[src/sv/wklt_pkg.sv]
// Package for the worst-K latency tracker: widths, command codes,
// stored entry type and control states. No dependencies.
package wklt_pkg;

    localparam int LAT_W  = 34;
    localparam int WORD_W = 64;
    localparam int CMD_W  = 2;

    typedef enum logic [CMD_W-1:0] {
        CMD_OFFER = 2'd0,
        CMD_CLEAR = 2'd1,
        CMD_DUMP  = 2'd2
    } cmd_t;

    typedef struct packed {
        logic [LAT_W-1:0]  lat;
        logic [WORD_W-1:0] ctx;
        logic [WORD_W-1:0] stg;
    } entry_t;

    typedef enum logic [2:0] {
        ST_IDLE,
        ST_OFF_SCAN,
        ST_DMP_SCAN,
        ST_DMP_EMIT,
        ST_DMP_EMPTY
    } state_t;

endpackage

[src/sv/wklt_ifs.sv]
// Valid/ready channel interfaces for the sample input and dump output.
// Depends on wklt_pkg.
interface wklt_in_if;
    logic                            valid;
    logic                            ready;
    logic [wklt_pkg::CMD_W-1:0]      command;
    logic [wklt_pkg::LAT_W-1:0]      latency_ns;
    logic [wklt_pkg::WORD_W-1:0]     context_word;
    logic [wklt_pkg::WORD_W-1:0]     stage_times;

    modport source (output valid, command, latency_ns, context_word, stage_times,
                    input ready);
    modport sink   (input valid, command, latency_ns, context_word, stage_times,
                    output ready);
endinterface

interface wklt_out_if;
    logic                            valid;
    logic                            ready;
    logic [wklt_pkg::LAT_W-1:0]      out_latency_ns;
    logic [wklt_pkg::WORD_W-1:0]     out_context;
    logic [wklt_pkg::WORD_W-1:0]     out_stage_times;
    logic                            store_empty;
    logic                            last_item;

    modport source (output valid, out_latency_ns, out_context, out_stage_times,
                    store_empty, last_item, input ready);
    modport sink   (input valid, out_latency_ns, out_context, out_stage_times,
                    store_empty, last_item, output ready);
endinterface

[src/sv/wklt_store.sv]
// Entry memory: one write port, one read port, registered read data.
// Depends on wklt_pkg.
module wklt_store #(
    parameter int ADDR_W = 4
) (
    input  logic                clk,
    input  logic                wr_en,
    input  logic [ADDR_W-1:0]   wr_addr,
    input  wklt_pkg::entry_t    wr_data,
    input  logic                rd_en,
    input  logic [ADDR_W-1:0]   rd_addr,
    output wklt_pkg::entry_t    rd_data
);

    wklt_pkg::entry_t mem [0:(2**ADDR_W)-1];

    always_ff @(posedge clk)
    begin
        if (wr_en)
        begin
            mem[wr_addr] <= wr_data;
        end
    end

    always_ff @(posedge clk)
    begin
        if (rd_en)
        begin
            rd_data <= mem[rd_addr];
        end
    end

endmodule

[src/sv/worst_k_latency_tracker_unit.sv]
// Worst-K latency tracker: keeps the KEEP_COUNT largest latency samples with their
// context and stage-times words in a two-bank entry memory read one slot per cycle.
// Clear and an offer into a store that is not full are done in the idle state; an offer
// into a full store scans every slot through the read port. A dump of n entries runs n
// selection passes, each a scan and then an emit that waits while the result side
// stalls; it writes the sorted entries into the other bank and then switches banks, and
// a dump of an empty store sends a single empty marker word. The input is ready only
// between commands; the last result may still wait in the output register while the
// next command is taken.
module worst_k_latency_tracker_unit #(
    parameter int KEEP_COUNT = 8
) (
    input  logic           clk,
    input  logic           rst_n,
    wklt_in_if.sink        req,
    wklt_out_if.source     rsp
);

    localparam int IDX_W  = (KEEP_COUNT > 1) ? $clog2(KEEP_COUNT) : 1;
    localparam int CNT_W  = $clog2(KEEP_COUNT + 1);
    localparam int ADDR_W = IDX_W + 1;

    wklt_pkg::state_t       state_reg, state_next;
    logic [CNT_W-1:0]       fill_reg, fill_next;
    logic                   bank_reg, bank_next;
    logic [CNT_W-1:0]       scan_idx_reg, scan_idx_next;
    logic                   rd_pend_reg, rd_pend_next;
    logic [IDX_W-1:0]       rd_slot_reg, rd_slot_next;
    logic                   best_found_reg, best_found_next;
    logic [IDX_W-1:0]       best_slot_reg, best_slot_next;
    wklt_pkg::entry_t       best_entry_reg, best_entry_next;
    logic [CNT_W-1:0]       rank_reg, rank_next;
    logic [KEEP_COUNT-1:0]  done_reg, done_next;
    wklt_pkg::entry_t       new_entry_reg, new_entry_next;
    logic                   out_valid_reg, out_valid_next;
    wklt_pkg::entry_t       out_entry_reg, out_entry_next;
    logic                   out_empty_reg, out_empty_next;
    logic                   out_last_reg, out_last_next;

    logic                   mem_wr_en;
    logic [ADDR_W-1:0]      mem_wr_addr;
    wklt_pkg::entry_t       mem_wr_data;
    logic                   mem_rd_en;
    logic [ADDR_W-1:0]      mem_rd_addr;
    wklt_pkg::entry_t       mem_rd_data;

    logic                   full;
    logic                   scanning;
    logic                   scan_done;
    logic                   out_free;
    logic                   take;
    logic [CNT_W-1:0]       rank_inc;
    logic                   rank_last;
    wklt_pkg::entry_t       in_entry;

    wklt_store #(
        .ADDR_W (ADDR_W)
    ) u_store (
        .clk     (clk),
        .wr_en   (mem_wr_en),
        .wr_addr (mem_wr_addr),
        .wr_data (mem_wr_data),
        .rd_en   (mem_rd_en),
        .rd_addr (mem_rd_addr),
        .rd_data (mem_rd_data)
    );

    assign full      = (fill_reg == CNT_W'(KEEP_COUNT));
    assign scanning  = (state_reg == wklt_pkg::ST_OFF_SCAN) ||
                       (state_reg == wklt_pkg::ST_DMP_SCAN);
    assign scan_done = (scan_idx_reg == fill_reg) && !rd_pend_reg;
    assign out_free  = !out_valid_reg || rsp.ready;
    assign rank_inc  = rank_reg + CNT_W'(1);
    assign rank_last = (rank_inc == fill_reg);
    assign in_entry  = '{lat: req.latency_ns, ctx: req.context_word, stg: req.stage_times};

    // offer scan keeps the first minimum; dump scan keeps the first unsent maximum
    always_comb
    begin
        if (state_reg == wklt_pkg::ST_OFF_SCAN)
        begin
            take = !best_found_reg || (mem_rd_data.lat < best_entry_reg.lat);
        end
        else
        begin
            take = !done_reg[rd_slot_reg] &&
                   (!best_found_reg || (mem_rd_data.lat > best_entry_reg.lat));
        end
    end

    always_comb
    begin
        state_next = state_reg;
        case (state_reg)
            wklt_pkg::ST_IDLE:
            begin
                if (req.valid)
                begin
                    case (req.command)
                        wklt_pkg::CMD_OFFER:
                        begin
                            if (full)
                            begin
                                state_next = wklt_pkg::ST_OFF_SCAN;
                            end
                        end
                        wklt_pkg::CMD_DUMP:
                        begin
                            state_next = (fill_reg == '0) ? wklt_pkg::ST_DMP_EMPTY
                                                          : wklt_pkg::ST_DMP_SCAN;
                        end
                        default:
                        begin
                            state_next = wklt_pkg::ST_IDLE;
                        end
                    endcase
                end
            end
            wklt_pkg::ST_OFF_SCAN:
            begin
                if (scan_done)
                begin
                    state_next = wklt_pkg::ST_IDLE;
                end
            end
            wklt_pkg::ST_DMP_SCAN:
            begin
                if (scan_done)
                begin
                    state_next = wklt_pkg::ST_DMP_EMIT;
                end
            end
            wklt_pkg::ST_DMP_EMIT:
            begin
                if (out_free)
                begin
                    state_next = rank_last ? wklt_pkg::ST_IDLE : wklt_pkg::ST_DMP_SCAN;
                end
            end
            wklt_pkg::ST_DMP_EMPTY:
            begin
                if (out_free)
                begin
                    state_next = wklt_pkg::ST_IDLE;
                end
            end
            default:
            begin
                state_next = wklt_pkg::ST_IDLE;
            end
        endcase
    end

    always_comb
    begin
        req.ready       = (state_reg == wklt_pkg::ST_IDLE);
        fill_next       = fill_reg;
        bank_next       = bank_reg;
        scan_idx_next   = scan_idx_reg;
        rd_pend_next    = 1'b0;
        rd_slot_next    = scan_idx_reg[IDX_W-1:0];
        best_found_next = best_found_reg;
        best_slot_next  = best_slot_reg;
        best_entry_next = best_entry_reg;
        rank_next       = rank_reg;
        done_next       = done_reg;
        new_entry_next  = new_entry_reg;
        out_valid_next  = out_valid_reg && !rsp.ready;
        out_entry_next  = out_entry_reg;
        out_empty_next  = out_empty_reg;
        out_last_next   = out_last_reg;
        mem_wr_en       = 1'b0;
        mem_wr_addr     = {bank_reg, fill_reg[IDX_W-1:0]};
        mem_wr_data     = in_entry;
        mem_rd_en       = 1'b0;
        mem_rd_addr     = {bank_reg, scan_idx_reg[IDX_W-1:0]};

        if (scanning)
        begin
            if (scan_idx_reg != fill_reg)
            begin
                mem_rd_en     = 1'b1;
                rd_pend_next  = 1'b1;
                scan_idx_next = scan_idx_reg + CNT_W'(1);
            end
            if (rd_pend_reg && take)
            begin
                best_found_next = 1'b1;
                best_slot_next  = rd_slot_reg;
                best_entry_next = mem_rd_data;
            end
        end

        case (state_reg)
            wklt_pkg::ST_IDLE:
            begin
                scan_idx_next   = '0;
                best_found_next = 1'b0;
                if (req.valid)
                begin
                    case (req.command)
                        wklt_pkg::CMD_OFFER:
                        begin
                            new_entry_next = in_entry;
                            if (!full)
                            begin
                                mem_wr_en = 1'b1;
                                fill_next = fill_reg + CNT_W'(1);
                            end
                        end
                        wklt_pkg::CMD_CLEAR:
                        begin
                            fill_next = '0;
                        end
                        wklt_pkg::CMD_DUMP:
                        begin
                            done_next = '0;
                            rank_next = '0;
                        end
                        default:
                        begin
                            fill_next = fill_reg;
                        end
                    endcase
                end
            end
            wklt_pkg::ST_OFF_SCAN:
            begin
                if (scan_done && (new_entry_reg.lat > best_entry_reg.lat))
                begin
                    mem_wr_en   = 1'b1;
                    mem_wr_addr = {bank_reg, best_slot_reg};
                    mem_wr_data = new_entry_reg;
                end
            end
            wklt_pkg::ST_DMP_EMIT:
            begin
                if (out_free)
                begin
                    out_valid_next           = 1'b1;
                    out_entry_next           = best_entry_reg;
                    out_empty_next           = 1'b0;
                    out_last_next            = rank_last;
                    mem_wr_en                = 1'b1;
                    mem_wr_addr              = {~bank_reg, rank_reg[IDX_W-1:0]};
                    mem_wr_data              = best_entry_reg;
                    done_next[best_slot_reg] = 1'b1;
                    rank_next                = rank_inc;
                    scan_idx_next            = '0;
                    best_found_next          = 1'b0;
                    if (rank_last)
                    begin
                        bank_next = ~bank_reg;
                    end
                end
            end
            wklt_pkg::ST_DMP_EMPTY:
            begin
                if (out_free)
                begin
                    out_valid_next = 1'b1;
                    out_entry_next = '0;
                    out_empty_next = 1'b1;
                    out_last_next  = 1'b1;
                end
            end
            default:
            begin
                mem_wr_en = 1'b0;
            end
        endcase
    end

    always_ff @(posedge clk or negedge rst_n)
    begin
        if (!rst_n)
        begin
            state_reg      <= wklt_pkg::ST_IDLE;
            fill_reg       <= '0;
            bank_reg       <= 1'b0;
            scan_idx_reg   <= '0;
            rd_pend_reg    <= 1'b0;
            best_found_reg <= 1'b0;
            rank_reg       <= '0;
            done_reg       <= '0;
            out_valid_reg  <= 1'b0;
        end
        else
        begin
            state_reg      <= state_next;
            fill_reg       <= fill_next;
            bank_reg       <= bank_next;
            scan_idx_reg   <= scan_idx_next;
            rd_pend_reg    <= rd_pend_next;
            best_found_reg <= best_found_next;
            rank_reg       <= rank_next;
            done_reg       <= done_next;
            out_valid_reg  <= out_valid_next;
        end
    end

    always_ff @(posedge clk)
    begin
        rd_slot_reg    <= rd_slot_next;
        best_slot_reg  <= best_slot_next;
        best_entry_reg <= best_entry_next;
        new_entry_reg  <= new_entry_next;
        out_entry_reg  <= out_entry_next;
        out_empty_reg  <= out_empty_next;
        out_last_reg   <= out_last_next;
    end

    assign rsp.valid           = out_valid_reg;
    assign rsp.out_latency_ns  = out_entry_reg.lat;
    assign rsp.out_context     = out_entry_reg.ctx;
    assign rsp.out_stage_times = out_entry_reg.stg;
    assign rsp.store_empty     = out_empty_reg;
    assign rsp.last_item       = out_last_reg;

endmodule

[src/flat_wrapper.sv]
// flat-port wrapper written by rule: the top's interface ports become plain ports
module worst_k_latency_tracker_unit_flat 
#(
    parameter int KEEP_COUNT = 8
)
  (clk, rst_n, req_valid, req_command, req_latency_ns, req_context_word, req_stage_times, req_ready, rsp_valid, rsp_out_latency_ns, rsp_out_context, rsp_out_stage_times, rsp_store_empty, rsp_last_item, rsp_ready);
  wklt_in_if req_i ();
  wklt_out_if rsp_i ();
  input  logic clk;
  input  logic rst_n;
  input wire logic [$bits(req_i.valid)-1:0] req_valid;
  input wire logic [$bits(req_i.command)-1:0] req_command;
  input wire logic [$bits(req_i.latency_ns)-1:0] req_latency_ns;
  input wire logic [$bits(req_i.context_word)-1:0] req_context_word;
  input wire logic [$bits(req_i.stage_times)-1:0] req_stage_times;
  output wire logic [$bits(req_i.ready)-1:0] req_ready;
  output wire logic [$bits(rsp_i.valid)-1:0] rsp_valid;
  output wire logic [$bits(rsp_i.out_latency_ns)-1:0] rsp_out_latency_ns;
  output wire logic [$bits(rsp_i.out_context)-1:0] rsp_out_context;
  output wire logic [$bits(rsp_i.out_stage_times)-1:0] rsp_out_stage_times;
  output wire logic [$bits(rsp_i.store_empty)-1:0] rsp_store_empty;
  output wire logic [$bits(rsp_i.last_item)-1:0] rsp_last_item;
  input wire logic [$bits(rsp_i.ready)-1:0] rsp_ready;
  assign req_i.valid = req_valid;
  assign req_i.command = req_command;
  assign req_i.latency_ns = req_latency_ns;
  assign req_i.context_word = req_context_word;
  assign req_i.stage_times = req_stage_times;
  assign req_ready = req_i.ready;
  assign rsp_valid = rsp_i.valid;
  assign rsp_out_latency_ns = rsp_i.out_latency_ns;
  assign rsp_out_context = rsp_i.out_context;
  assign rsp_out_stage_times = rsp_i.out_stage_times;
  assign rsp_store_empty = rsp_i.store_empty;
  assign rsp_last_item = rsp_i.last_item;
  assign rsp_i.ready = rsp_ready;
  worst_k_latency_tracker_unit #(.KEEP_COUNT(KEEP_COUNT)) u_core (.clk(clk), .rst_n(rst_n), .req(req_i), .rsp(rsp_i));
endmodule
[config.mk]
export PLATFORM = sky130hd
export DESIGN_NAME = worst_k_latency_tracker_unit_flat
export DESIGN_NICKNAME = d
export VERILOG_FILES = /design/src/sv/wklt_pkg.sv /design/src/sv/wklt_ifs.sv /design/src/sv/wklt_store.sv /design/src/sv/worst_k_latency_tracker_unit.sv /design/src/flat_wrapper.sv
export SDC_FILE = /design/constraint.sdc
export NUM_CORES = 2
export LEC_CHECK = 0
export ABC_AREA = 1
export BUFFER_PORTS_ARGS = -buffer_cell sky130_fd_sc_hd__buf_4
export CAP_MARGIN = 25
export CORE_ASPECT_RATIO = 0.8
export CORE_MARGIN = 4
export CORE_UTILIZATION = 44
export DETAILED_ROUTE_END_ITERATION = 8
export PLACE_DENSITY_LB_ADDON = 0.1
export SLEW_MARGIN = 25
export SYNTH_ARGS = -nofsm -noshare
export SYNTH_HDL_FRONTEND = slang
export SYNTH_SLANG_ARGS = --single-unit
[constraint.sdc]
create_clock -name clk -period 25.3 [get_ports clk]
set_input_delay 5.06 -clock clk [delete_from_list [all_inputs] [get_ports clk]]
set_output_delay 5.06 -clock clk [all_outputs]
set_load 0.03 [all_outputs]
-- Word level (Yosys, flattened, before mapping)
Memories as Yosys holds them, arrays and structs flattened. A register that Yosys moved wholly into a read port is not among the register bits.
Index checks and enable logic that the tools add are counted.
- add/sub/neg operators: 3
- $lt $le $gt $ge: 6
- equal/unequal tests: 18
- multiplexer cells: 59
- bitwise operators: 2
- reductions and logical operators: 29
- operator list (operator ; number):
    2-to-1 mux 162 bit ; 4
    case mux 162 bit (2 select lines) ; 2
    greater-than comparator 34 bit ; 2
    less-than comparator 34 bit ; 1
    2-to-1 mux 4 bit ; 8
    case mux 4 bit (2 select lines) ; 4
    2-to-1 mux 3 bit ; 8
    2-to-1 mux 8 bit ; 3
    2-to-1 mux 1 bit ; 20
    case mux 8 bit (2 select lines) ; 1
    case mux 3 bit (5 select lines) ; 1
    adder 4 x 1 -> 4 bit (second input constant) ; 3
    != test 2 x 1 -> 1 bit (second input constant) ; 5
    AND reduction 3 bit ; 3
    == test 4 bit ; 2
    less-than comparator 3 x 4 -> 1 bit (second input constant) ; 2
    OR 8 bit ; 1
    AND reduction 4 bit ; 2
    == test 3 x 2 -> 1 bit (second input constant) ; 2
    logical AND 1 bit ; 6
    case mux 1 bit (2 select lines) ; 3
    case mux 3 bit (2 select lines) ; 1
    AND reduction 6 bit ; 1
    nonzero test 2 bit ; 3
    21 further kinds ; 29
- register bits: 521
- RAM bits: 2592
- output and inout port bits: 166
- word-level logic and storage cells: 140
- memories kept: 1
- memory list (name ; depth ; width ; read ports ; clocked after Yosys merged registers in ; write ports ; RTL line ; RTL):
    u_core.u_store.mem ; 16 ; 162 ; 1 ; 1 ; 1 ; wklt_store.sv:15 ; wklt_pkg::entry_t mem [0:(2**ADDR_W)-1];

-- Depth between registers and ports, before layout
- depth after elaboration: 10
- mapped depth: 20
- mapped depth without buffers: 19

-- Cells and area by module
Synthesis repeated with hierarchy kept, for this count alone.
- cells, all modules: 12563
- area total of the unflattened synthesis: 138721.8 µm²
- by module, submodules not included (module ; instances ; cells each ; area an instance (µm²)):
    wklt_store ; 1 ; 9841 ; 112666.8
    worst_k_latency_tracker_unit ; 1 ; 2722 ; 26055.0

-- Worst setup path after synthesis
OpenSTA, ideal clock, no wires.
- path kind: input to register
- from: input port rsp_ready
- to: memory u_core.u_store.mem[10][0] (netlist name), enable pin
- setup time: 0.685 ns
- arrival time: 12.941 ns
- required time: 24.615 ns
- slack: 11.673 ns
- stages on the path: 8
- cell sequence: nor2_1 inv_1 nor2_1 buf_2 a221oi_1 a21oi_2 nand2_2 nor2_1
- cells in the longest elaborated chain, start to end: 5
- elaborated cells on any way between the ends: 7
- RTL lines (item ; RTL line ; RTL):
    start: declaration ; flat_wrapper.sv:23 ; input wire logic [$bits(rsp_i.ready)-1:0] rsp_ready;
    logical OR 1 bit * ; worst_k_latency_tracker_unit.sv:72 ; assign out_free = !out_valid_reg || rsp.ready;
    2-to-1 mux 1 bit ; worst_k_latency_tracker_unit.sv:238 ; if (out_free)
    case mux 1 bit (3 select lines) ; worst_k_latency_tracker_unit.sv:194 ; case (state_reg)
    2-to-1 mux 1 bit ; wklt_store.sv:19 ; if (wr_en)
    2-to-1 mux 1 bit (not written as such) ; wklt_store.sv:21 ; mem[wr_addr] <= wr_data;
    end: declaration ; wklt_store.sv:15 ;
Mark *: on every way between the ends. The rest lies on a longest branch, timed or not.

-- Final worst setup path
- from: input port rsp_ready
- to: memory u_core.u_store.mem[14][7] (netlist name), enable pin
The elaborated chain is that of the path after synthesis.

==> results list <==
- STA classifies the critical path startpoint as an input port.
- Yosys printed 0 warnings.
* Clock tree root buffer cell: sky130_fd_sc_hd__clkbuf_16
* Number of antenna violations at the first check in global routing: 34
- Critical path's slowest cell: sky130_fd_sc_hd__buf_4
- Synthesized instance count: about 9,500
* Maximum level of the CTS H-tree: 5
- Cell area after placement: 135,000 sq um
* Width of the die: just over 600 um
* Combinational family with the most area after synthesis: simple AND/OR/NAND/NOR gates
- In this run the most critical hold path is launched from u_core.u_store.rd_data[112].
* Post-Synthesis Cell Area: 129,000 sq um
* Wire length reported by the detailed router: ~420,000 um
* Register with the highest flop count: u_core.u_store.mem
- Setup slack at placement: between 10,000 and 15,000 ps
- Final core occ: between 50 and 60%
- Clk_lat worst skew: 890 ps
* Register-to-Register Setup Slack: between 15,000 and 20,000 ps
* Hold Path Cell Cnt: 0
* Clock buffers created by TritonCTS: ~340
- In this run the post-CTS setup repair buffer count came out at 0.
* Metal2 WL: between 150,000 and 200,000 um
* Hold_buf cts: 0
- Among all flip-flop cells after synthesis, the most frequent one is sky130_fd_sc_hd__edfxtp_1.
* Number of storage elements in the synthesis netlist: about 3,300
- Final HPWL DP: 210,000 um
- Static power due to leakage: roughly 49 nW
* Critical path capture point type: flip-flop
* IR drop worst, VDD: ~0.16 mV
- Clock-pin slew on the worst setup and hold paths: about 60 ps
* Worst reg-to-reg path cell count: 18
* Number of top-level pins: about 330
- The via count of the first global-routing pass was just under 80,000.
- Across all hold checks on the routed design, the worst slack comes to 412 ps.
- After detailed routing, the average wire length per cell comes to roughly 30 um.
- Area of the die: 301,000 sq um
* Largest fanout on the critical path: 43
- Worst Setup SP: rsp_ready
- Sequential share of the synthesized area: between 70% and 80%
- Of the total synthesized cell area, the portion taken by full adders, half adders and majority gates is less than 1%.
- Of the total synthesized cell area, the portion taken by AND, OR, NAND and NOR gates is between 10 and 15%.
* Die Y-Extent: 492 um
- After synthesis, the share of flip-flops with an asynchronous set or reset is 0.824%.
- The smallest clock period supported by the final layout is computed as between 9000 and 10,000 ps.
- The highest layer touched by signal routing is met5.
* Unique cell type count in the Yosys netlist: between 40 and 50
* DRC: 0
- After the last flow step, the layout net total stands at 10,085.
- Stage delay of the slowest cell on the critical path: slightly below 900 ps
* RSZ-0062 raised after global routing: no
- For this block, wires on met1 add up to between 150,000 and 200,000 um.
- Summing the areas of all compound-gate instances in the mapped netlist gives under 10% of the synthesized area.
- Setup violations remaining at the end of the flow were counted as 0.
- Share of post-route cells with drive strength above 1: 11.3%
- Routability-driven placement congestion ratio: a little over 0.8
- RR Startpoint: u_core.best_entry_reg[135]
- Worst min-delay path class: flip-flop to flip-flop
* Setup tns final: 0 ps
* Max Clock Skew: roughly 47 ps
- Number of optimization iterations in the first detailed-route pass: 6
- Antenna Nets Post-Route: 0
* Maximum number of pins on one net before global-route repair: about 190
- The tool flagged a number of max-cap violations equal to 0.
- Filler cell count: roughly 25,000
- CTS tree: done
* Layout Area Growth over Synthesis: 14.2%
- Mapped Nets: 9,753
- Using the TritonRoute via totals, the vias-per-cell ratio works out to roughly 6.0.
- By startpoint and endpoint, the worst setup path is classified as input port to flip-flop.
- Number of max-slew violations in the final report: 0
* Design Area, Final: approximately 150,000 sq um
- Once routing completed, OpenROAD measured the worst setup slack at ~15,000 ps.
- A synthesized cell averages between 10 and 15 sq um.
* Number of enable flip-flop cells after synthesis: between 3,000 and 4,000
- Run status: complete, no violations
- Count of port buffers added during placement: ~330
* Clock tree buffer depth: 4
- Critical path's most frequent cell: sky130_fd_sc_hd__buf_4
* Metal3 WL: about 36,000 um
* Cell Pwr Density: around 120 nW/um^2
- Tcrit/Tclk final: 39.4%
- Data on the critical path arrives at its endpoint at between 10,000 and 15,000 ps.
* Via total after detailed routing: around 84,000
- Traced cell by cell, the critical path runs through buf_4 > nor2_1 > inv_1 > nor2_4 > buf_4 > a22oi_1 > nand3_1 > nand2_1 > nor2_4 > buf_4 > buf_4.
- The number of gates resized after CTS was 0.
- Slew of the pin with the lowest slew margin: 1240 ps
- Headroom to the max-slew limit: 17.5%
* Number of DRC markers in iteration 0: 10,165
- Required @ worst endpoint: approximately 26,000 ps
- Overall routing resource usage: 27.2%
- The first global-routing pass estimated approximately 600,000 um of wire.
* Number of rows created at floorplan: ~180
- The clock drives ~3,300 sinks.
* Effective utilization at floorplan: between 40% and 50%
- After synthesis, the share of cell area in mux cells is less than 1%.
- Core footprint: between 200,000 and 300,000 sq um
- The register with the most flip-flops in the layout has around 2,600 of them.
- Max frequency: approximately 100 MHz
- The final-report hold violation count came to 0.
- Share of the synthesized netlist area taken by xor and xnor gates: less than 1%
- Grt total ovfl: 0
cell type report:
type / instances / area (sq um) / share of cell area [%]
clock inverters: 187 / 1800 / 1.23
clock buffers: 418 / 8950 / 6.09
multi-input cells: 5343 / 27000 / 18.4
flip-flops and latches: 3275 / 98200 / 66.9
repair buffers: 639 / 5040 / 3.43
diodes: 17 / 42.5 / 0.0290
inverters: 248 / 1010 / 0.685
well taps: 3848 / 4810 / 3.28
where the power goes:
part	total [mW]	switching (mW)	internal (mW)
registers	7.98	0.290	7.69
clock network	4.94	2.08	2.85
logic	5.24	4.05	1.19
cell usage after synthesis (2+ instances only):
cell type | count | area share [%]
sky130_fd_sc_hd__a21o_1 | 4 | 0.023
sky130_fd_sc_hd__buf_2 | 156 | 0.61
sky130_fd_sc_hd__o211ai_1 | 163 | 0.95
sky130_fd_sc_hd__a221oi_1 | 101 | 0.69
sky130_fd_sc_hd__clkbuf_1 | 451 | 1.3
sky130_fd_sc_hd__dfxtp_1 | 3 | 0.047
sky130_fd_sc_hd__xor2_1 | 7 | 0.048
sky130_fd_sc_hd__inv_1 | 243 | 0.71
sky130_fd_sc_hd__nor2_2 | 3 | 0.015
sky130_fd_sc_hd__a22oi_1 | 163 | 0.95
sky130_fd_sc_hd__nand4_1 | 230 | 1.1
sky130_fd_sc_hd__a21oi_1 | 406 | 1.6
sky130_fd_sc_hd__buf_1 | 37 | 0.11
sky130_fd_sc_hd__and3_1 | 2 | 0.0097
sky130_fd_sc_hd__nand3_2 | 2 | 0.016
sky130_fd_sc_hd__a31oi_1 | 2 | 0.0097
sky130_fd_sc_hd__o21a_1 | 2 | 0.012
sky130_fd_sc_hd__o221ai_1 | 223 | 1.5
sky130_fd_sc_hd__nand3_1 | 465 | 1.8
sky130_fd_sc_hd__nor3_1 | 6 | 0.023
sky130_fd_sc_hd__nor2_1 | 884 | 2.6
sky130_fd_sc_hd__o22ai_1 | 103 | 0.50
sky130_fd_sc_hd__buf_6 | 2 | 0.018
sky130_fd_sc_hd__edfxtp_1 | 3245 | 76
sky130_fd_sc_hd__xnor2_1 | 3 | 0.020
sky130_fd_sc_hd__ha_1 | 72 | 0.70
sky130_fd_sc_hd__inv_2 | 4 | 0.012
sky130_fd_sc_hd__nand2_1 | 1553 | 4.5
sky130_fd_sc_hd__a211oi_1 | 2 | 0.012
sky130_fd_sc_hd__dfrtp_1 | 27 | 0.53
sky130_fd_sc_hd__o21ai_0 | 917 | 3.6
sky130_fd_sc_hd__nand2_2 | 5 | 0.024
sky130_fd_sc_hd__a21oi_2 | 2 | 0.014
sky130_fd_sc_hd__o21ai_1 | 12 | 0.047
worst max-delay path: cells and delay by family:
family	cells	cell delay, ps
buffers and inverters	5	2760
and+or+nand+nor	5	2190
AOI/OAI and AO/OA	1	290
cells by family after synthesis:
logic type	after synthesis
AOI/OAI and AO/OA	2106
xor gates and xnor gates	10
adders and majority gates	72
buffers and inverters	895
DFF	3275
muxes	1
and+or+nand+nor	3154
path summary, 6_finish.rpt:
check,end
setup / recovery,u_core.u_store.mem[14][7]
hold / removal,u_core.best_entry_reg[112]
setup reg to reg,u_core.u_store.mem[14][7]
hold reg to reg,u_core.best_entry_reg[112]
max in group asynchronous,u_core.bank_reg
min in group asynchronous,u_core.rsp.valid
metal layers:
metal	global-route usage [%]	vias to the layer above
met2	41.5	4081
met3	4.48	651
met1	40.6	42973
met5	0	-
met4	7.19	8
li1	-	36269
stage by stage:
stage	power (mW)	std cells
finish	18.2	13975
global route	18.9	13966
CTS	18.0	13816
detailed placement	13.1	13211
global placement	13.0	13201
floorplan	11.0	9513
cells in the final DEF, fill, tap and decap left out, types with 4 or more instances in the layout:
| cell type | count |
|---|---|
| sky130_fd_sc_hd__nor3_1 | 6 |
| sky130_fd_sc_hd__buf_4 | 500 |
| sky130_fd_sc_hd__clkbuf_16 | 347 |
| sky130_fd_sc_hd__o22ai_1 | 103 |
| sky130_fd_sc_hd__nand4_1 | 230 |
| sky130_fd_sc_hd__clkbuf_1 | 71 |
| sky130_fd_sc_hd__inv_1 | 239 |
| sky130_fd_sc_hd__xor2_1 | 7 |
| sky130_fd_sc_hd__a22oi_1 | 163 |
| sky130_fd_sc_hd__nand2_1 | 1551 |
| sky130_fd_sc_hd__clkinvlp_4 | 6 |
| sky130_fd_sc_hd__a21oi_1 | 406 |
| sky130_fd_sc_hd__diode_2 | 17 |
| sky130_fd_sc_hd__clkinv_2 | 54 |
| sky130_fd_sc_hd__o21ai_0 | 917 |
| sky130_fd_sc_hd__edfxtp_1 | 3245 |
| sky130_fd_sc_hd__dfrtp_4 | 4 |
| sky130_fd_sc_hd__dfrtp_1 | 23 |
| sky130_fd_sc_hd__ha_1 | 72 |
| sky130_fd_sc_hd__nand2_2 | 4 |
| sky130_fd_sc_hd__clkbuf_2 | 5 |
| sky130_fd_sc_hd__buf_12 | 19 |
| sky130_fd_sc_hd__nand3_1 | 465 |
| sky130_fd_sc_hd__nor2_1 | 863 |
| sky130_fd_sc_hd__a221oi_1 | 101 |
| sky130_fd_sc_hd__clkinv_8 | 11 |
| sky130_fd_sc_hd__nor2_4 | 23 |
| sky130_fd_sc_hd__o211ai_1 | 163 |
| sky130_fd_sc_hd__inv_8 | 4 |
| sky130_fd_sc_hd__o21ai_1 | 12 |
| sky130_fd_sc_hd__buf_2 | 21 |
| sky130_fd_sc_hd__clkbuf_4 | 88 |
| sky130_fd_sc_hd__o221ai_1 | 223 |
| sky130_fd_sc_hd__bufinv_16 | 34 |
| sky130_fd_sc_hd__inv_6 | 4 |
| sky130_fd_sc_hd__a21o_1 | 4 |
| sky130_fd_sc_hd__clkinv_1 | 82 |
Note: power is estimated with default switching activity, not from simulation.
